### src/rtl/psc_pkg.sv
// shared types and constants for the pareto ranking block
package psc_pkg;

	localparam int MAX_CATEGORIES_DEF = 64;
	localparam int COUNT_BITS_DEF     = 24;
	localparam int CAT_W              = 6;
	localparam int FREQ_W             = 24;
	localparam int PCT_W              = 23;
	localparam int PCT_SCALE          = 100 * 65536;

	typedef struct packed {
		logic [CAT_W-1:0]  category;
		logic [FREQ_W-1:0] frequency;
		logic              last_item;
	} in_beat_t;

	typedef struct packed {
		logic [CAT_W-1:0]  rank;
		logic [CAT_W-1:0]  category_out;
		logic [FREQ_W-1:0] count_out;
		logic [PCT_W-1:0]  cumulative_percent;
		logic              last_result;
	} out_beat_t;

	// divider handshake
	typedef struct packed {
		logic start;
		logic done;
	} div_ctl_t;

endpackage

### src/rtl/psc_div.sv
// restoring divider, one quotient bit per cycle
module psc_div #(
	parameter int NUM_W = 56,
	parameter int DEN_W = 30,
	parameter int Q_W   = 23
) (
	input  logic             clk,
	input  logic             arst_n,
	input  logic             start,
	input  logic [NUM_W-1:0] num,
	input  logic [DEN_W-1:0] den,
	output logic             done,
	output logic [Q_W-1:0]   quo
);
	localparam int CNT_W = $clog2(NUM_W + 1);

	logic [NUM_W-1:0] num_q;
	logic [DEN_W:0]   rem_q;
	logic [DEN_W-1:0] den_q;
	logic [NUM_W-1:0] quo_q;
	logic [CNT_W-1:0] cnt_q;
	logic             busy_q;
	logic [DEN_W:0]   trial;

	// shift in next numerator bit
	assign trial = {rem_q[DEN_W-1:0], num_q[NUM_W-1]};

	always_ff @(posedge clk or negedge arst_n) begin
		if (!arst_n) begin
			busy_q <= 1'b0;
			done   <= 1'b0;
			cnt_q  <= '0;
		end else begin
			// done pulses after the final quotient bit
			done <= !start && busy_q && (cnt_q == CNT_W'(1));
			if (start) begin
				busy_q <= 1'b1;
				cnt_q  <= CNT_W'(NUM_W);
				num_q  <= num;
				den_q  <= den;
				rem_q  <= '0;
			end else if (busy_q) begin
				num_q <= num_q << 1;
				if (trial >= {1'b0, den_q}) begin
					rem_q <= trial - {1'b0, den_q};
					quo_q <= {quo_q[NUM_W-2:0], 1'b1};
				end else begin
					rem_q <= trial;
					quo_q <= {quo_q[NUM_W-2:0], 1'b0};
				end
				cnt_q <= cnt_q - 1'b1;
				if (cnt_q == CNT_W'(1))
					busy_q <= 1'b0;
			end
		end
	end

	assign quo = quo_q[Q_W-1:0];

	// checks
	a_no_restart: assert property (@(posedge clk) disable iff (!arst_n)
		start |-> !busy_q) else $error("divider restarted while busy");
	a_done_pulse: assert property (@(posedge clk) disable iff (!arst_n)
		done |=> !done) else $error("done longer than one cycle");
	a_busy_cnt: assert property (@(posedge clk) disable iff (!arst_n)
		busy_q |-> cnt_q != '0) else $error("busy with empty count");
endmodule

### src/rtl/pareto_sort_cumulative_percent.sv
// top level: load, in-memory insertion sort, ranked output with percentage
// Items load one per cycle into a count/category memory (registered read port)
// while a running total is kept; busy stays low while loading. After the item
// marked last, an insertion sort runs in the memory: for each element a read
// (S_RD_KEY) and key capture (S_KEY), then per comparison one read (S_RD_PREV)
// and one compare and shift write (S_CMP), then the key write (S_PUT). Each
// result then needs memory read states (S_RD_OUT, S_WAIT_RD), the start of a
// 56-bit bit-serial division at the default widths (S_DIV), and a wait for the quotient.
// busy stays high from the last item until the final result strobe; results
// are strobed for one cycle on out_valid and cannot be stalled.
module pareto_sort_cumulative_percent #(
	parameter int MAX_CATEGORIES = psc_pkg::MAX_CATEGORIES_DEF,
	parameter int COUNT_BITS     = psc_pkg::COUNT_BITS_DEF
) (
	input  logic              clk,
	input  logic              arst_n,
	input  logic              start,
	output logic              busy,
	input  psc_pkg::in_beat_t in_data,
	output logic              out_valid,
	output psc_pkg::out_beat_t out_data
);
	localparam int AW    = $clog2(MAX_CATEGORIES);
	localparam int FW    = $clog2(MAX_CATEGORIES + 1);
	localparam int TOT_W = COUNT_BITS + 6;
	localparam int NUM_W = TOT_W + 23 + 3;

	typedef enum logic [3:0] {
		S_LOAD, S_OUTER, S_RD_KEY, S_KEY, S_RD_PREV, S_CMP, S_PUT,
		S_RD_OUT, S_WAIT_RD, S_DIV, S_WAIT_DIV
	} state_t;

	state_t state_q;

	logic [COUNT_BITS-1:0]     cnt_mem [MAX_CATEGORIES];
	logic [psc_pkg::CAT_W-1:0] cat_mem [MAX_CATEGORIES];

	logic [FW-1:0]             fill_q;
	logic [TOT_W-1:0]          total_q;
	logic [TOT_W-1:0]          sum_q;
	logic [FW-1:0]             i_q;
	logic [AW-1:0]             j_q;
	logic [COUNT_BITS-1:0]     key_cnt_q;
	logic [psc_pkg::CAT_W-1:0] key_cat_q;
	logic [COUNT_BITS-1:0]     rd_cnt_q;
	logic [psc_pkg::CAT_W-1:0] rd_cat_q;

	logic                      we;
	logic [AW-1:0]             waddr;
	logic [AW-1:0]             raddr;
	logic [COUNT_BITS-1:0]     wcnt;
	logic [psc_pkg::CAT_W-1:0] wcat;

	psc_pkg::div_ctl_t         div_ctl;
	logic [NUM_W-1:0]          div_num;
	logic [psc_pkg::PCT_W-1:0] div_quo;

	logic                      accept;
	logic [COUNT_BITS-1:0]     freq_in;
	logic [TOT_W-1:0]          sum_nx;

	assign accept  = start && !busy;
	assign freq_in = COUNT_BITS'(in_data.frequency);
	assign busy    = (state_q != S_LOAD);
	assign sum_nx  = sum_q + TOT_W'(rd_cnt_q);

	// memory write and read port selection
	always_comb begin
		we    = 1'b0;
		waddr = j_q;
		wcnt  = rd_cnt_q;
		wcat  = rd_cat_q;
		raddr = j_q;
		case (state_q)
			S_LOAD: begin
				we    = accept && (fill_q < FW'(MAX_CATEGORIES));
				waddr = fill_q[AW-1:0];
				wcnt  = freq_in;
				wcat  = in_data.category;
			end
			S_RD_KEY:  raddr = i_q[AW-1:0];
			S_RD_PREV: raddr = j_q - 1'b1;
			S_CMP: begin
				// shift the smaller previous entry one slot down
				we = (rd_cnt_q < key_cnt_q);
			end
			S_PUT: begin
				we   = 1'b1;
				wcnt = key_cnt_q;
				wcat = key_cat_q;
			end
			// hold the ranked entry on the read port until its beat is sent
			S_RD_OUT, S_WAIT_RD, S_DIV, S_WAIT_DIV: raddr = i_q[AW-1:0];
			default: ;
		endcase
	end

	// count and category memories
	always_ff @(posedge clk) begin
		if (we) begin
			cnt_mem[waddr] <= wcnt;
			cat_mem[waddr] <= wcat;
		end
		rd_cnt_q <= cnt_mem[raddr];
		rd_cat_q <= cat_mem[raddr];
	end

	assign div_num         = NUM_W'(sum_nx) * NUM_W'(psc_pkg::PCT_SCALE);
	assign div_ctl.start   = (state_q == S_DIV);

	psc_div #(.NUM_W(NUM_W), .DEN_W(TOT_W), .Q_W(psc_pkg::PCT_W)) u_div (
		.clk   (clk),
		.arst_n(arst_n),
		.start (div_ctl.start),
		.num   (div_num),
		.den   (total_q),
		.done  (div_ctl.done),
		.quo   (div_quo)
	);

	// control sequencer
	always_ff @(posedge clk or negedge arst_n) begin
		if (!arst_n) begin
			state_q   <= S_LOAD;
			fill_q    <= '0;
			total_q   <= '0;
			sum_q     <= '0;
			i_q       <= '0;
			j_q       <= '0;
			out_valid <= 1'b0;
		end else begin
			out_valid <= (state_q == S_WAIT_DIV) && div_ctl.done;
			case (state_q)
				S_LOAD: if (accept) begin
					logic [FW-1:0] nfill;
					nfill = fill_q;
					if (fill_q < FW'(MAX_CATEGORIES)) begin
						nfill   = fill_q + 1'b1;
						total_q <= total_q + TOT_W'(freq_in);
					end
					fill_q <= nfill;
					if (in_data.last_item) begin
						i_q     <= FW'(1);
						state_q <= S_OUTER;
					end
				end
				S_OUTER: begin
					if (i_q >= fill_q) begin
						i_q     <= '0;
						sum_q   <= '0;
						state_q <= S_RD_OUT;
					end else begin
						j_q     <= i_q[AW-1:0];
						state_q <= S_RD_KEY;
					end
				end
				S_RD_KEY: state_q <= S_KEY;
				S_KEY: begin
					key_cnt_q <= rd_cnt_q;
					key_cat_q <= rd_cat_q;
					state_q   <= S_RD_PREV;
				end
				S_RD_PREV: state_q <= S_CMP;
				S_CMP: begin
					if (rd_cnt_q < key_cnt_q) begin
						j_q     <= j_q - 1'b1;
						state_q <= (j_q == AW'(1)) ? S_PUT : S_RD_PREV;
					end else begin
						state_q <= S_PUT;
					end
				end
				S_PUT: begin
					i_q     <= i_q + 1'b1;
					state_q <= S_OUTER;
				end
				S_RD_OUT:  state_q <= S_WAIT_RD;
				S_WAIT_RD: state_q <= S_DIV;
				S_DIV:     state_q <= S_WAIT_DIV;
				S_WAIT_DIV: if (div_ctl.done) begin
					out_data.rank               <= psc_pkg::CAT_W'(i_q);
					out_data.category_out       <= rd_cat_q;
					out_data.count_out          <= psc_pkg::FREQ_W'(rd_cnt_q);
					out_data.cumulative_percent <= (total_q == '0) ? '0 : div_quo;
					out_data.last_result        <= (i_q + 1'b1 == fill_q);
					sum_q                       <= sum_nx;
					if (i_q + 1'b1 == fill_q) begin
						fill_q  <= '0;
						total_q <= '0;
						state_q <= S_LOAD;
					end else begin
						i_q     <= i_q + 1'b1;
						state_q <= S_RD_OUT;
					end
				end
				default: state_q <= S_LOAD;
			endcase
		end
	end

	// checks
	a_fill_bound: assert property (@(posedge clk) disable iff (!arst_n)
		fill_q <= FW'(MAX_CATEGORIES)) else $error("fill level over capacity");
	a_out_busy: assert property (@(posedge clk) disable iff (!arst_n)
		out_valid && !out_data.last_result |-> busy) else $error("result while idle");
	a_last_idle: assert property (@(posedge clk) disable iff (!arst_n)
		out_valid && out_data.last_result |-> !busy) else $error("not idle after set");
	a_load_noout: assert property (@(posedge clk) disable iff (!arst_n)
		!busy && !$past(busy) |-> !out_valid) else $error("stray result");
endmodule

### config.mk
export PLATFORM = sky130hd
export DESIGN_NAME = pareto_sort_cumulative_percent
export DESIGN_NICKNAME = d
export VERILOG_FILES = /design/src/rtl/psc_pkg.sv /design/src/rtl/psc_div.sv /design/src/rtl/pareto_sort_cumulative_percent.sv
export SDC_FILE = /design/constraint.sdc
export NUM_CORES = 2
export LEC_CHECK = 0
export BUFFER_PORTS_ARGS = -buffer_cell sky130_fd_sc_hd__buf_2
export CAP_MARGIN = 0
export CELL_PAD_IN_SITES_DETAIL_PLACEMENT = 0
export CELL_PAD_IN_SITES_GLOBAL_PLACEMENT = 1
export CORE_UTILIZATION = 50
export DETAILED_ROUTE_END_ITERATION = 10
export PLACE_DENSITY_LB_ADDON = 0.1
export SKIP_LAST_GASP = 1
export SLEW_MARGIN = 25
export SYNTH_ARGS = -nofsm -noshare
export SYNTH_HDL_FRONTEND = slang
export SYNTH_SLANG_ARGS = --single-unit
### constraint.sdc
create_clock -name clk -period 17 [get_ports clk]
set_input_delay 3.4 -clock clk [delete_from_list [all_inputs] [get_ports clk]]
set_output_delay 3.4 -clock clk [all_outputs]
set_load 0.01 [all_outputs]
==> metrics.log <==
[metrics] result of the run: completed
[metrics] fraction of the mapped netlist area in adder cells: 3.240%
[metrics] top flip-flop cell by instance count after synthesis: sky130_fd_sc_hd__edfxtp_1
[metrics] critical path data required time: 13600 ps
[metrics] 1st-pass router iterations: 6
[metrics] PortBufs: 95
[metrics] aggregate global-route resource usage: ~29%
[metrics] biggest area contributors in the synthesized netlist: sky130_fd_sc_hd__edfxtp_1, sky130_fd_sc_hd__nand2_1, sky130_fd_sc_hd__nand3_1
[metrics] nature of the critical path endpoint: output pin
[metrics] number of DRC markers after the initial detailed-route iteration: 7029
[metrics] Synth Area in Simple Gates: 13.15%
[metrics] Crit Path Max Fanout: 38
[metrics] clock latency at the later pin of the worst-skew pair: slightly below 900 ps
[metrics] mux contribution to synthesized area: 2.584%
[metrics] clk sink count: 2272
[metrics] shortest period the worst path allows: 6622 ps
[metrics] number of global-route vias before repair: 58220
[metrics] area grow syn2layout: 12.27%
[metrics] die width: 443.9 um
[metrics] Layout Nets: 7792
[metrics] post-cts resize count: 0
[metrics] fin crit share: 38.95%
[metrics] share of post-route cells with drive strength above 1: 10.74%
[metrics] remaining number of nets flagged by the antenna check after routing: 0
[metrics] Final TNS setup: 0 ps
[metrics] core area: just under 200000 um^2
[metrics] initial antenna violation count: 10
[metrics] global route total overflow: 0
[metrics] initial standard-cell utilization of the core: 50.53%
[metrics] maxcap violations: 0
[metrics] Clk pin slew, worst setup/hold paths: approximately 60 ps
[metrics] routability congestion estimate: 0.9092
[metrics] Total Die Area: 197000 um^2
[metrics] syn_area_per_cell: 13.03 um^2
[metrics] Yosys warning total: 0
[metrics] via count normalized by instance count: 6.035
[metrics] post-synthesis cell area: 97620 um^2
[metrics] Wirelength per Cell: 27.72 um
[metrics] leading cell type by number of instances after synthesis: sky130_fd_sc_hd__edfxtp_1
[metrics] max-slew headroom at the worst pin: a little under a fifth
[metrics] CTS hold repair buffers: 0
[metrics] Post-Syn Instances: 7491
[metrics] kind of path behind the tightest hold check: register to register
[metrics] synthesized-area fraction occupied by ao, oa, aoi and oai cells: 8.107%
[metrics] number of placement rows: 161
[metrics] flops & latches, synth: roughly 2300
[metrics] post-synthesis cell type with the largest combined area: sky130_fd_sc_hd__edfxtp_1
[metrics] dominant combinational cell family by area after synthesis: simple AND/OR/NAND/NOR gates
[metrics] Detailed Route WL: 284500 um
[metrics] synthesized netlist net count: approximately 7800
[metrics] drt drc: 0
[metrics] root cell of the clock tree: sky130_fd_sc_hd__clkbuf_16
[metrics] element type at the critical path start: register
[metrics] total half-perimeter wirelength after legalization and detailed placement: 170900 um
[metrics] buffer depth of the longest clock path: 3
[metrics] WP data arrival: 3220 ps
[metrics] Post-synth EDFFs: between 2000 and 2500
[metrics] fraction of the yosys area taken by sequential cells: 69.11%
[metrics] Yosys top cell area share: between 60% and 70%
[metrics] via count: 61940
[metrics] kind of critical path: register to output pin
[metrics] maximum achievable frequency: 151.0 MHz
[metrics] wire length of the first global-routing pass: 411400 um
[metrics] Synth top cells by count: sky130_fd_sc_hd__edfxtp_1, sky130_fd_sc_hd__nand2_1, sky130_fd_sc_hd__nand3_1, sky130_fd_sc_hd__clkbuf_1, sky130_fd_sc_hd__ha_1
[metrics] Netlist cell types: 86
[metrics] TritonCTS clock tree: built
[metrics] maximum number of pins on one net before global-route repair: approximately 170
[metrics] XOR/XNOR Fraction of Synth Area: 1.150%
[metrics] unrepaired setup endpoints after global routing: no
[metrics] transition at the pin with the smallest max-transition slack: 1227 ps
[metrics] Final Max Tran Viols: 0
[metrics] number of buffers added for setup after CTS: 0
[metrics] final clock skew: 54.48 ps
[metrics] count of endpoints failing hold in the final timing report: 0
[metrics] final-report setup violation count: 0
[metrics] ports placed on the boundary: 96
[metrics] CTS H-tree depth: 4
[metrics] height of the die: 443.9 um
[metrics] share of flip-flops with an asynchronous set or reset after synthesis: 4.093%
[metrics] Num CTS Buffers: 230
layout make-up:
cell class	count	area [um^2]
tap	2526	3161
clock inverter	148	1481
clock buffer	288	6096
timing repair buffer	245	2318
inverter	198	743.2
antenna	12	30.03
sequential	2272	67460
multi-input combinational	4575	28300
fill	15550	83590
critical path: stages, from the launching register on:
cell and delay [ps]:
sky130_fd_sc_hd__dfrtp_1 650, sky130_fd_sc_hd__nor4_2 370, sky130_fd_sc_hd__buf_4 500, sky130_fd_sc_hd__inv_1 500
sky130_fd_sc_hd__buf_2 320
sequential cells by signal, summed over array words and instances, names as in the netlist, 7 cells and up:
signal and count:
u_div.num_q 56, u_div.den_q 30, rd_cnt_q 24, fill_q 7, sum_q 30, key_cnt_q 24, total_q 30, u_div.quo_q 23
out_data 60, u_div.rem_q 30, i_q 7, cat_mem 384, cnt_mem 1536
placed cells by master (no fill, tap or decap), types with 48 or more instances in the layout:
| master | n |
|---|---|
| sky130_fd_sc_hd__ha_1 | 208 |
| sky130_fd_sc_hd__nand2_1 | 1713 |
| sky130_fd_sc_hd__clkbuf_16 | 232 |
| sky130_fd_sc_hd__dfrtp_1 | 92 |
| sky130_fd_sc_hd__buf_2 | 94 |
| sky130_fd_sc_hd__and3_1 | 145 |
| sky130_fd_sc_hd__mux4_2 | 87 |
| sky130_fd_sc_hd__nand3_1 | 585 |
| sky130_fd_sc_hd__a21o_1 | 53 |
| sky130_fd_sc_hd__clkinv_1 | 53 |
| sky130_fd_sc_hd__o21ai_0 | 157 |
| sky130_fd_sc_hd__nor2_4 | 64 |
| sky130_fd_sc_hd__nor2_1 | 135 |
| sky130_fd_sc_hd__a31oi_1 | 124 |
| sky130_fd_sc_hd__a21oi_1 | 188 |
| sky130_fd_sc_hd__and2_1 | 71 |
| sky130_fd_sc_hd__a211oi_1 | 61 |
| sky130_fd_sc_hd__edfxtp_1 | 2149 |
| sky130_fd_sc_hd__a311oi_1 | 179 |
| sky130_fd_sc_hd__xnor2_1 | 78 |
| sky130_fd_sc_hd__clkbuf_1 | 48 |
| sky130_fd_sc_hd__nor3_1 | 60 |
| sky130_fd_sc_hd__o22ai_1 | 73 |
| sky130_fd_sc_hd__mux2i_1 | 54 |
| sky130_fd_sc_hd__buf_4 | 103 |
| sky130_fd_sc_hd__inv_1 | 195 |
layer usage:
metal  GRT usage (%)  part of all wire [%]
met5               0                     0
met4           11.48                   4.2
met3           4.466                   7.6
met2           43.87                    46
met1           41.01                    42
cells by family after synthesis:
kind of cell | count (synthesis)
and+or+nand+nor | 2941
DFF | 2272
AOI/OAI and AO/OA | 1130
buffers and inverters | 644
adders and majority gates | 236
muxes | 143
xor gates and xnor gates | 125
worst paths after layout:
kind | startpoint | cells after the start | end | slack [ps]
setup / recovery | state_q[2]$_DFFE_PN0P_ | 4 | busy | 10380
hold / removal | u_div.quo_q[0]$_DFFE_PP_ | 0 | u_div.quo_q[1]$_DFFE_PP_ | 450
setup reg to reg | sum_q[0]$_DFFE_PN0P_ | 24 | u_div.num_q[51]$_DFFE_PP_ | 10440
hold reg to reg | u_div.quo_q[0]$_DFFE_PP_ | 0 | u_div.quo_q[1]$_DFFE_PP_ | 450
max in group asynchronous | arst_n | 3 | i_q[1]$_DFFE_PN0P_ | 12810
min in group asynchronous | arst_n | 1 | total_q[10]$_DFFE_PN0P_ | 2640
metrics by stage:
step           setup WS [ps]  hold WS [ps]  utilization (%)  std cells  cell area [um^2]
6_report               10380         445.8            56.73      10260            109600
2_1_floorplan          10520         418.0                -       7491             97620
5_1_grt                 9935         463.3            56.71      10250            109600
4_1_cts                10380         443.7            56.43      10230            109000
3_5_place_dp           10420         428.4            52.50       9792            101400
3_3_place_gp           10210         430.4            52.28       9775            101000
Power is left out: the tool's default activity adds up to more than one toggle a clock period on the data nets, which glitch-free logic cannot reach.
